## src/rtl/tot_pkg.sv

```systemverilog
// ----------------------------------------------------------------------------
// tot_pkg
// shared types and constants of the euler totient block
// ----------------------------------------------------------------------------
`default_nettype none

package tot_pkg;

    localparam int IN_WIDTH      = 32;
    localparam int OUT_WIDTH     = 32;
    localparam int VALUE_WIDTH   = 32;
    localparam int FIRST_DIVISOR = 2;

    typedef enum logic [3:0] {
        S_IDLE,
        S_CHECK,
        S_WAIT_CHECK,
        S_STRIP,
        S_WAIT_STRIP,
        S_SCALE,
        S_WAIT_SCALE,
        S_TAIL,
        S_WAIT_TAIL,
        S_DONE
    } state_t;

    typedef enum logic [1:0] {
        DIV_REST_K,
        DIV_ACC_K,
        DIV_ACC_REST
    } div_sel_t;

    typedef struct packed {
        logic     load;
        logic     div_start;
        div_sel_t div_sel;
        logic     rest_take_q;
        logic     acc_update;
        logic     k_inc;
        logic     out_fire;
    } cmd_t;

    typedef struct packed {
        logic div_done;
        logic q_ge_k;
        logic rem_zero;
        logic rest_one;
        logic rest_zero;
    } status_t;

endpackage

`default_nettype wire

```

## src/rtl/tot_div.sv

```systemverilog
// ----------------------------------------------------------------------------
// tot_div
// restoring divider, one quotient bit per cycle
// ----------------------------------------------------------------------------
`default_nettype none

module tot_div #(
    parameter int W = 32
) (
    input  wire logic         clk,
    input  wire logic         rst_n,
    input  wire logic         start,
    input  wire logic [W-1:0] dividend,
    input  wire logic [W-1:0] divisor,
    output logic              done,
    output logic [W-1:0]      quotient,
    output logic [W-1:0]      remainder
);

    localparam int CW = $clog2(W + 1);

    logic [W-1:0]  quo_reg, quo_next;
    logic [W-1:0]  rem_reg, rem_next;
    logic [W-1:0]  dvs_reg, dvs_next;
    logic [CW-1:0] cnt_reg, cnt_next;
    logic          run_reg, run_next;
    logic          done_reg, done_next;
    logic [W:0]    trial;
    logic          fits;

    assign trial = {rem_reg, quo_reg[W-1]};
    assign fits  = (trial >= {1'b0, dvs_reg});

    always_comb
    begin
        quo_next  = quo_reg;
        rem_next  = rem_reg;
        dvs_next  = dvs_reg;
        cnt_next  = cnt_reg;
        run_next  = run_reg;
        done_next = 1'b0;
        if (start)
        begin
            quo_next = dividend;
            rem_next = '0;
            dvs_next = divisor;
            cnt_next = CW'(W);
            run_next = 1'b1;
        end
        else if (run_reg)
        begin
            if (fits)
            begin
                rem_next = W'(trial - {1'b0, dvs_reg});
            end
            else
            begin
                rem_next = trial[W-1:0];
            end
            quo_next = {quo_reg[W-2:0], fits};
            cnt_next = cnt_reg - CW'(1);
            if (cnt_reg == CW'(1))
            begin
                run_next  = 1'b0;
                done_next = 1'b1;
            end
        end
    end

    always_ff @(posedge clk or negedge rst_n)
    begin
        if (!rst_n)
        begin
            run_reg  <= 1'b0;
            done_reg <= 1'b0;
            cnt_reg  <= '0;
        end
        else
        begin
            run_reg  <= run_next;
            done_reg <= done_next;
            cnt_reg  <= cnt_next;
        end
    end

    always_ff @(posedge clk)
    begin
        quo_reg <= quo_next;
        rem_reg <= rem_next;
        dvs_reg <= dvs_next;
    end

    assign done      = done_reg;
    assign quotient  = quo_reg;
    assign remainder = rem_reg;

endmodule

`default_nettype wire

```

## src/rtl/tot_dp.sv

```systemverilog
// ----------------------------------------------------------------------------
// tot_dp
// datapath: remaining factor, running result, trial divisor and divider
// ----------------------------------------------------------------------------
`default_nettype none

module tot_dp #(
    parameter int VALUE_WIDTH = tot_pkg::VALUE_WIDTH
) (
    input  wire logic                             clk,
    input  wire logic                             rst_n,
    input  wire tot_pkg::cmd_t                    cmd,
    input  wire logic [tot_pkg::IN_WIDTH-1:0]     value,
    output tot_pkg::status_t                      status,
    output logic [tot_pkg::OUT_WIDTH-1:0]         totient
);

    import tot_pkg::*;

    localparam int W = VALUE_WIDTH;

    logic [W-1:0]         rest_reg, rest_next;
    logic [W-1:0]         acc_reg, acc_next;
    logic [W-1:0]         k_reg, k_next;
    logic [OUT_WIDTH-1:0] tot_reg, tot_next;
    logic [W-1:0]         value_w;
    logic [OUT_WIDTH-1:0] acc_out;
    logic [W-1:0]         div_a;
    logic [W-1:0]         div_b;
    logic [W-1:0]         div_q;
    logic [W-1:0]         div_r;
    logic                 div_done;

    generate
        if (W > IN_WIDTH)
        begin : g_in_wide
            assign value_w = {{(W - IN_WIDTH){1'b0}}, value};
        end
        else if (W == IN_WIDTH)
        begin : g_in_same
            assign value_w = value;
        end
        else
        begin : g_in_narrow
            assign value_w = value[W-1:0];
        end

        if (W > OUT_WIDTH)
        begin : g_out_wide
            assign acc_out = acc_reg[OUT_WIDTH-1:0];
        end
        else if (W == OUT_WIDTH)
        begin : g_out_same
            assign acc_out = acc_reg;
        end
        else
        begin : g_out_narrow
            assign acc_out = {{(OUT_WIDTH - W){1'b0}}, acc_reg};
        end
    endgenerate

    always_comb
    begin
        unique case (cmd.div_sel)
            DIV_REST_K:
            begin
                div_a = rest_reg;
                div_b = k_reg;
            end
            DIV_ACC_K:
            begin
                div_a = acc_reg;
                div_b = k_reg;
            end
            DIV_ACC_REST:
            begin
                div_a = acc_reg;
                div_b = rest_reg;
            end
            default:
            begin
                div_a = rest_reg;
                div_b = k_reg;
            end
        endcase
    end

    tot_div #(
        .W (W)
    ) u_div (
        .clk       (clk),
        .rst_n     (rst_n),
        .start     (cmd.div_start),
        .dividend  (div_a),
        .divisor   (div_b),
        .done      (div_done),
        .quotient  (div_q),
        .remainder (div_r)
    );

    // floor(a/d)*(d-1) = a - q - r
    always_comb
    begin
        rest_next = rest_reg;
        acc_next  = acc_reg;
        k_next    = k_reg;
        tot_next  = tot_reg;
        if (cmd.load)
        begin
            rest_next = value_w;
            acc_next  = value_w;
            k_next    = W'(FIRST_DIVISOR);
        end
        if (cmd.rest_take_q)
        begin
            rest_next = div_q;
        end
        if (cmd.acc_update)
        begin
            acc_next = acc_reg - div_q - div_r;
        end
        if (cmd.k_inc)
        begin
            k_next = k_reg + W'(1);
        end
        if (cmd.out_fire)
        begin
            tot_next = acc_out;
        end
    end

    always_ff @(posedge clk)
    begin
        rest_reg <= rest_next;
        acc_reg  <= acc_next;
        k_reg    <= k_next;
        tot_reg  <= tot_next;
    end

    assign status.div_done  = div_done;
    assign status.q_ge_k    = (div_q >= k_reg);
    assign status.rem_zero  = (div_r == '0);
    assign status.rest_one  = (rest_reg == W'(1));
    assign status.rest_zero = (rest_reg == '0);
    assign totient          = tot_reg;

endmodule

`default_nettype wire

```

## src/rtl/tot_ctrl.sv

```systemverilog
// ----------------------------------------------------------------------------
// tot_ctrl
// sequencer for trial division, drives the datapath commands
// ----------------------------------------------------------------------------
`default_nettype none

module tot_ctrl (
    input  wire logic             clk,
    input  wire logic             rst_n,
    input  wire logic             start,
    input  wire tot_pkg::status_t status,
    output tot_pkg::cmd_t         cmd,
    output logic                  busy,
    output logic                  done
);

    import tot_pkg::*;

    state_t state_reg, state_next;
    logic   done_reg, done_next;

    always_comb
    begin
        state_next = state_reg;
        unique case (state_reg)
            S_IDLE:
            begin
                if (start)
                begin
                    state_next = S_CHECK;
                end
            end
            S_CHECK:
            begin
                state_next = status.rest_zero ? S_DONE : S_WAIT_CHECK;
            end
            S_WAIT_CHECK:
            begin
                if (status.div_done)
                begin
                    priority if (!status.q_ge_k)
                    begin
                        state_next = S_TAIL;
                    end
                    else if (status.rem_zero)
                    begin
                        state_next = S_STRIP;
                    end
                    else
                    begin
                        state_next = S_CHECK;
                    end
                end
            end
            S_STRIP:
            begin
                state_next = S_WAIT_STRIP;
            end
            S_WAIT_STRIP:
            begin
                if (status.div_done)
                begin
                    state_next = status.rem_zero ? S_STRIP : S_SCALE;
                end
            end
            S_SCALE:
            begin
                state_next = S_WAIT_SCALE;
            end
            S_WAIT_SCALE:
            begin
                if (status.div_done)
                begin
                    state_next = S_CHECK;
                end
            end
            S_TAIL:
            begin
                state_next = status.rest_one ? S_DONE : S_WAIT_TAIL;
            end
            S_WAIT_TAIL:
            begin
                if (status.div_done)
                begin
                    state_next = S_DONE;
                end
            end
            S_DONE:
            begin
                state_next = S_IDLE;
            end
            default:
            begin
                state_next = S_IDLE;
            end
        endcase
    end

    always_comb
    begin
        cmd         = '0;
        cmd.div_sel = DIV_REST_K;
        unique case (state_reg)
            S_IDLE:
            begin
                cmd.load = start;
            end
            S_CHECK:
            begin
                cmd.div_start = !status.rest_zero;
            end
            S_WAIT_CHECK:
            begin
                if (status.div_done && status.q_ge_k)
                begin
                    cmd.rest_take_q = status.rem_zero;
                    cmd.k_inc       = !status.rem_zero;
                end
            end
            S_STRIP:
            begin
                cmd.div_start = 1'b1;
            end
            S_WAIT_STRIP:
            begin
                cmd.rest_take_q = status.div_done && status.rem_zero;
            end
            S_SCALE:
            begin
                cmd.div_start = 1'b1;
                cmd.div_sel   = DIV_ACC_K;
            end
            S_WAIT_SCALE:
            begin
                cmd.acc_update = status.div_done;
                cmd.k_inc      = status.div_done;
            end
            S_TAIL:
            begin
                cmd.div_start = !status.rest_one;
                cmd.div_sel   = DIV_ACC_REST;
            end
            S_WAIT_TAIL:
            begin
                cmd.acc_update = status.div_done;
            end
            S_DONE:
            begin
                cmd.out_fire = 1'b1;
            end
            default:
            begin
                cmd = '0;
            end
        endcase
    end

    assign done_next = cmd.out_fire;

    always_ff @(posedge clk or negedge rst_n)
    begin
        if (!rst_n)
        begin
            state_reg <= S_IDLE;
            done_reg  <= 1'b0;
        end
        else
        begin
            state_reg <= state_next;
            done_reg  <= done_next;
        end
    end

    assign busy = (state_reg != S_IDLE);
    assign done = done_reg;

    a_start_busy: assert property (@(posedge clk) disable iff (!rst_n)
        (start && !busy) |=> busy)
        else $error("accepted item did not make the block busy");

    a_done_idle: assert property (@(posedge clk) disable iff (!rst_n)
        done |-> (state_reg == S_IDLE))
        else $error("result strobe while still working");

    a_done_pulse: assert property (@(posedge clk) disable iff (!rst_n)
        done |=> !done)
        else $error("result strobe longer than one cycle");

    a_fire_once: assert property (@(posedge clk) disable iff (!rst_n)
        cmd.out_fire |=> !cmd.out_fire)
        else $error("result issued twice for one item");

endmodule

`default_nettype wire

```

## src/rtl/euler_totient.sv

```systemverilog
// ----------------------------------------------------------------------------
// euler_totient
// euler's totient of an unsigned number by trial division
//
//  channel  ports                 handshake
//  -------  --------------------  ------------------------------------
//  input    value[31:0]           taken when start is high, busy low
//  result   totient[31:0]         valid for one cycle with done high
//
//  each trial division runs on one shared restoring divider, one bit per
//  cycle. the divisions of an item include the one for a leftover factor;
//  worst case a large prime, 2^(VALUE_WIDTH/2) divisions. input 0 skips
//  the divider and goes straight to the result.
//  reset is asynchronous; the block comes up idle with no result pending.
//  the receiver cannot stall; the next item may start in the result cycle.
// ----------------------------------------------------------------------------
`default_nettype none

module euler_totient #(
    parameter int VALUE_WIDTH = tot_pkg::VALUE_WIDTH
) (
    input  wire logic                         clk,
    input  wire logic                         rst_n,
    input  wire logic                         start,
    output logic                              busy,
    input  wire logic [tot_pkg::IN_WIDTH-1:0] value,
    output logic                              done,
    output logic [tot_pkg::OUT_WIDTH-1:0]     totient
);

    import tot_pkg::*;

    cmd_t    cmd;
    status_t status;

    tot_ctrl u_ctrl (
        .clk    (clk),
        .rst_n  (rst_n),
        .start  (start),
        .status (status),
        .cmd    (cmd),
        .busy   (busy),
        .done   (done)
    );

    tot_dp #(
        .VALUE_WIDTH (VALUE_WIDTH)
    ) u_dp (
        .clk     (clk),
        .rst_n   (rst_n),
        .cmd     (cmd),
        .value   (value),
        .status  (status),
        .totient (totient)
    );

endmodule

`default_nettype wire
```

## config.mk

```make
export PLATFORM = sky130hd
export DESIGN_NAME = euler_totient
export DESIGN_NICKNAME = d
export VERILOG_FILES = /design/src/rtl/tot_pkg.sv /design/src/rtl/tot_div.sv /design/src/rtl/tot_dp.sv /design/src/rtl/tot_ctrl.sv /design/src/rtl/euler_totient.sv
export SDC_FILE = /design/constraint.sdc
export NUM_CORES = 1
export LEC_CHECK = 0
export ABC_AREA = 1
export ABC_CLOCK_PERIOD_IN_PS = 5440
export BUFFER_PORTS_ARGS = -buffer_cell sky130_fd_sc_hd__buf_2
export CAP_MARGIN = 25
export CELL_PAD_IN_SITES_DETAIL_PLACEMENT = 1
export CELL_PAD_IN_SITES_GLOBAL_PLACEMENT = 1
export CORE_ASPECT_RATIO = 1.2
export CORE_MARGIN = 2
export CORE_UTILIZATION = 45
export DETAILED_ROUTE_END_ITERATION = 7
export PLACE_DENSITY = 0.8
export SYNTH_ARGS = -nofsm -noshare
export SYNTH_HDL_FRONTEND = slang
export SYNTH_SLANG_ARGS = --single-unit
```

## constraint.sdc

```tcl
create_clock -name clk -period 5.44 [get_ports clk]
set_clock_uncertainty 0.1 [all_clocks]
set_input_delay 1.632 -clock clk [delete_from_list [all_inputs] [get_ports clk]]
set_output_delay 1.632 -clock clk [all_outputs]
set_load 0.01 [all_outputs]
```

Yosys cells after proc, flatten, opt, wreduce, memory -nomap -nowiden --
Index checks and enable logic that the tools add are counted.
Storage, ports and cells: bits in latches 0, bits of input ports 35, bits in writable memories 0, bits in registers 237, bits in read-only memories 0, logic and storage cells 92, memories kept 0
Cells by class: order comparisons 2, shift-type cells 0, reduce and logical (&&, ||, !) cells 17, $mul 0, bitwise operators 0, divide/modulo/power cells 0, equality and inequality tests 18, add/sub/neg operators 5, mux-type cells 38
Operators by type and width (count):
- 32-bit 2-to-1 mux | 10
- 32-bit subtractor | 3
- 32-bit zero test | 2
- 4-bit case mux with 9 select lines | 1
- 33-bit by 32-bit greater-or-equal comparator with 1-bit output | 1
- 32-bit by 1-bit adder with 32-bit output (second input constant) | 1
- 32-bit by 1-bit == test with 1-bit output (second input constant) | 1
- 32-bit greater-or-equal comparator | 1
- 4-bit 2-to-1 mux | 7
- 4-bit by 3-bit == test with 1-bit output (second input constant) | 4
- 1-bit 2-to-1 mux | 12
- 6-bit 2-to-1 mux | 2
- 4-bit by 2-bit == test with 1-bit output (second input constant) | 2
- 4-bit == test (second input constant) | 2
- 2-bit by 1-bit inequality test with 1-bit output (second input constant) | 4
- 2-bit nonzero test | 4
- 6-bit by 1-bit == test with 1-bit output (second input constant) | 1
- 2-bit OR reduction | 3
- 6-bit by 1-bit subtractor with 6-bit output (second input constant) | 1
- 5-bit AND reduction | 1
- 4-bit by 1-bit == test with 1-bit output (second input constant) | 1
- 4-bit zero test | 1
- 1-bit case mux with 2 select lines | 2
- 2-bit case mux with 2 select lines | 1
- 9 further kinds | 12

Logic depth before layout (Yosys ltp) --
word-level depth 6, mapped depth 19

Hierarchy --
Synthesis repeated with hierarchy kept, for this count alone.
Second synthesis, totals: cells, all modules 2438, area total of the unflattened synthesis 17688.2 µm²
Modules (own cells, without submodules):
- tot_dp | cells an instance 1370, times used 1, seq. area each 3843.7 µm², area each 10381.2 µm²
- tot_div | cells an instance 989, times used 1, seq. area each 2762.6 µm², area each 6827.8 µm²
- tot_ctrl | cells an instance 79, times used 1, seq. area each 125.1 µm², area each 479.2 µm²

Worst setup path before layout --
OpenSTA, ideal clock, no wires.
path type flip-flop to flip-flop, from register u_ctrl.state_reg[1], to register u_dp.tot_reg[0], in the netlist u_dp.totient[0], enable pin, data required time 4.877 ns, slack 2.066 ns, library setup time 0.463 ns, period minus slack after synthesis 3.374 ns, stages on the path, launching flop included 4, arrival 2.811 ns, buffers on the path 0, cell sequence dfrtp_1 -> nor2_1 -> inv_1 -> nor3_1
RTL lines:
- start: declaration | RTL line tot_ctrl.sv:19 | state_t state_reg, state_next;
- start signal: assignment | RTL line tot_ctrl.sv:169 | state_reg <= state_next;
- end signal: assignment | RTL line tot_dp.sv:137 | tot_reg <= tot_next;
- end: declaration | RTL line tot_dp.sv:25 | logic [OUT_WIDTH-1:0] tot_reg, tot_next;

Worst setup path after layout --
from register u_dp.u_div.quo_reg[31], in the netlist u_dp.u_div.quotient[31], to register u_dp.rest_reg[13], enable pin
Between the ends: longest elaborated chain between the ends 5
Ends and longest elaborated chain:
- start: declaration | RTL line tot_div.sv:22 | logic [W-1:0] quo_reg, quo_next;
- start signal: assignment | RTL line tot_div.sv:88 | quo_reg <= quo_next;
- 32-bit greater-or-equal comparator | RTL line tot_dp.sv:141 | assign status.q_ge_k = (div_q >= k_reg);
- 1-bit logical AND | RTL line tot_ctrl.sv:114 | if (status.div_done && status.q_ge_k)
- 1-bit 2-to-1 mux | RTL line tot_ctrl.sv:114
- 1-bit case mux with 2 select lines | RTL line tot_ctrl.sv:103 | unique case (state_reg)
- 2-bit nonzero test (no source line)
- end signal: assignment | RTL line tot_dp.sv:134 | rest_reg <= rest_next;
- end: declaration | RTL line tot_dp.sv:22 | logic [W-1:0] rest_reg, rest_next;
No other way between the ends. A chain may end at the register's enable or synchronous reset.

==> impl_metrics.toml <==
[run_status]
status = "complete, no violations"

[sta]
rsz0062_at_grt = "false"
fin_crit_ns = 3.85
slew_headroom_pct = 39.0
max_freq_ghz = 0.260
finalMaxSlewViolations = 0
setup_viol = 0
fin_ws_ns = 1.59
whs_ns = 0.383
worst_slew_pin_slew_ns = 0.913
totalNegativeSetupSlack_ns = 0
final_hold_viol_count = 0
fin_crit_sh_pct = 70.8

[global_routing]
antenna_found_initial = 0
first_global_vias = 16300
grt_pass1_wl_mm = 91.6
gr-usage-all-layers_pct = 30.0
grt_overflow_total = 0
grt_max_degree = 100

[cts]
clock_latency_ns = 0.57
cts_inserted_buffers = 26
htreeDepth = 1
cts_tree = "built"
cts_max_path_buffers = 3
clock-sinks = 237
root_buffer = "clkbuf_16"
cts_setup_buffers = 0
cts_resized = 0
hold_buffers = 0
path_clk_slew_ns = 0.06

[final_layout]
fill_cells = 4639
final_cells = 2730
antennaDiodeCount = 0
areaGrowthSynthToFinish_pct = 9.97
nNetsFinal = 2405
drive_gt1_share_pct = 7.23

[synthesis]
yosys-top-cells-area = "edfxtp_1, nand2_1, inv_1"
ys_warn_count = 0
syn-num-nets = 2347
syn_area_um2 = 16800
yosysTopAreaCell = "edfxtp_1"
synth_top_area_share_pct = 34.3
yosys.cell_types.count = 43
synth_cells = 2179
avgSynthCellArea_um2 = 7.72
seq_area_frac_synth_pct = 40.0
ys_seq_elements = 237

[floorplan]
die_area_um2 = 39000
die_h_um = 216
io_pins = 69
rows = 77
core_area_um2 = 36900
start_util_pct = 45.6
die_width_um = 181

[detailed_routing]
wl_per_cell_um = 21.5
drt-total-wl_mm = 58.6
vias = 15300
antenna_left = 0
drtIter0Drc = 1107
drc = 0
first_pass_iters = 5
vias_per_cell = 5.62

[worst_setup_path]
r2r_end = "u_dp.rest_reg[13]$_DFFE_PP_"
crit_slowest_cell = "nand2_2"
cpPeakStageDelay_ns = 0.56
regToRegSetupSlack_ns = 1.59
reg2reg_depth = 10
rr_startpoint = "u_dp.u_div.quotient[31]$_DFFE_PP_"
critPathKind = "reg -> reg"
crit_top_cell = "nand2_1"
end_kind = "flop"
critPathRequiredTime_ns = 5.54
cp-startpoint = "u_dp.u_div.quotient[31]$_DFFE_PP_"
cp-endpoint = "u_dp.rest_reg[13]$_DFFE_PP_"
cp_cell_sequence = "ha_1, nand2_1, nor4_1, a21oi_1, nand2_1, nand2_1, nand2_2, nand2_2, nand2_1, buf_4"
start_kind = "flop"
crit_arrival_ns = 3.96
crit_path_max_fanout = 33

[placed_design]
preCtsSetupSlack_ns = 1.65
port-buffer-count = 68
dp_hpwl_mm = 45.9
globalplace.congestion = 0.983
dp.cells = 2682

[flow_run]
drv_cap = 0

[worst_hold_path]
min_path_type = "reg -> reg"
==> layout by cell type (no fill, tap or decap), types with 3 or more instances in the layout <==
cell type  count
a21boi_0       7
a21o_1         5
a21oi_1       93
a31oi_1        6
buf_2         68
buf_4         10
clkbuf_16     29
clkbuf_8       3
clkinv_2       8
dfrtp_1       13
dfxtp_1       32
edfxtp_1     192
fa_1          32
ha_1         100
inv_1        342
inv_2          4
nand2_1      603
nand2_2        7
nand3_1      165
nand3_2        3
nand3b_1       5
nand4_1       24
nor2_1       185
nor2_2         8
nor2_4         5
nor3_1        33
nor4_1         9
o211ai_1      31
o21a_1         3
o21ai_0      123
o21ai_1       11
o21bai_1      12
xnor2_1       26
xor2_1        35
==> per-stage QoR <==
stage                     utilization (%)  instance area (um2)
final                                50.1                18500
after global routing                 50.1                18500
after CTS                            50.1                18500
after detailed placement             47.7                17600
after global placement               47.6                17600
after floorplan                         -                16800
==> worst min-delay path by stage <==
stage / from / to / slack (ns) / depth (start not counted)
6_report: u_dp.u_div.remainder[28]$_SDFFE_PP0P_ / u_dp.u_div.remainder[28]$_SDFFE_PP0P_ / 0.38 / 2
5_1_grt: u_dp.u_div.remainder[23]$_SDFFE_PP0P_ / u_dp.u_div.remainder[23]$_SDFFE_PP0P_ / 0.40 / 2
4_1_cts: u_dp.u_div.remainder[28]$_SDFFE_PP0P_ / u_dp.u_div.remainder[28]$_SDFFE_PP0P_ / 0.38 / 2
3_5_place_dp: u_dp.u_div.remainder[25]$_SDFFE_PP0P_ / u_dp.u_div.remainder[25]$_SDFFE_PP0P_ / 0.37 / 2
3_3_place_gp: u_dp.u_div.remainder[26]$_SDFFE_PP0P_ / u_dp.u_div.remainder[26]$_SDFFE_PP0P_ / 0.36 / 2
2_1_floorplan: u_dp.u_div.remainder[16]$_SDFFE_PP0P_ / u_dp.u_div.remainder[16]$_SDFFE_PP0P_ / 0.35 / 2
==> per-layer routing <==
metal / part of all wire [%] / GRT usage [%] / vias up
met2: 49 / 52.8 / 455
met5: 0 / 0 / -
met4: 3.5 / 10.6 / 0
met3: 5.3 / 2.78 / 124
met1: 42 / 38.5 / 7536
li1: - / - / 7220
==> final cells by class <==
type                    count  area, um2  area share, %
clock buffers              34        774           4.19
clock inverters            13       97.6          0.527
well taps                 474        593           3.21
repair buffers             81        474           2.56
flip-flops and latches    237       6730           36.4
inverters                 347       1310           7.05
multi-input cells        1544       8530           46.1
==> cell usage after synthesis, drive strengths merged <==
library cell  number
nand2            612
inv              347
nor2             198
edfxtp           192
nand3            168
o21ai            135
ha               101
a21oi             94
nor3              35
xor2              35
buf               33
dfxtp             32
fa                32
o211ai            31
xnor2             26
nand4             24
clkbuf            18
dfrtp             13
o21bai            12
nor4               9
a21boi             7
a31oi              6
a21o               5
nand3b             5
o21a               3
o22ai              2
or2                2
and3               1
mux2               1
==> worst max-delay path: cells and delay by family, from the launching register on <==
family	cells	cell delay, ns
adder cells (fa/ha/maj)	1	0.36
flip-flops	1	0.50
buffers and inverters	1	0.41
AO/OA/AOI/OAI	1	0.20
AND/OR/NAND/NOR	7	1.90
==> cell families after synthesis <==
logic type	count (synthesis)	share of synthesized area (%)
AOI/OAI and AO/OA	295	9.74
and+or+nand+nor	1054	26.3
DFF	237	40.0
adders and majority gates	133	11.3
xor gates and xnor gates	61	3.18
muxes	1	0.0669
buffers and inverters	398	9.41
Power is left out: the tool's default activity adds up to more than one toggle a clock period on the data nets, which glitch-free logic cannot reach.
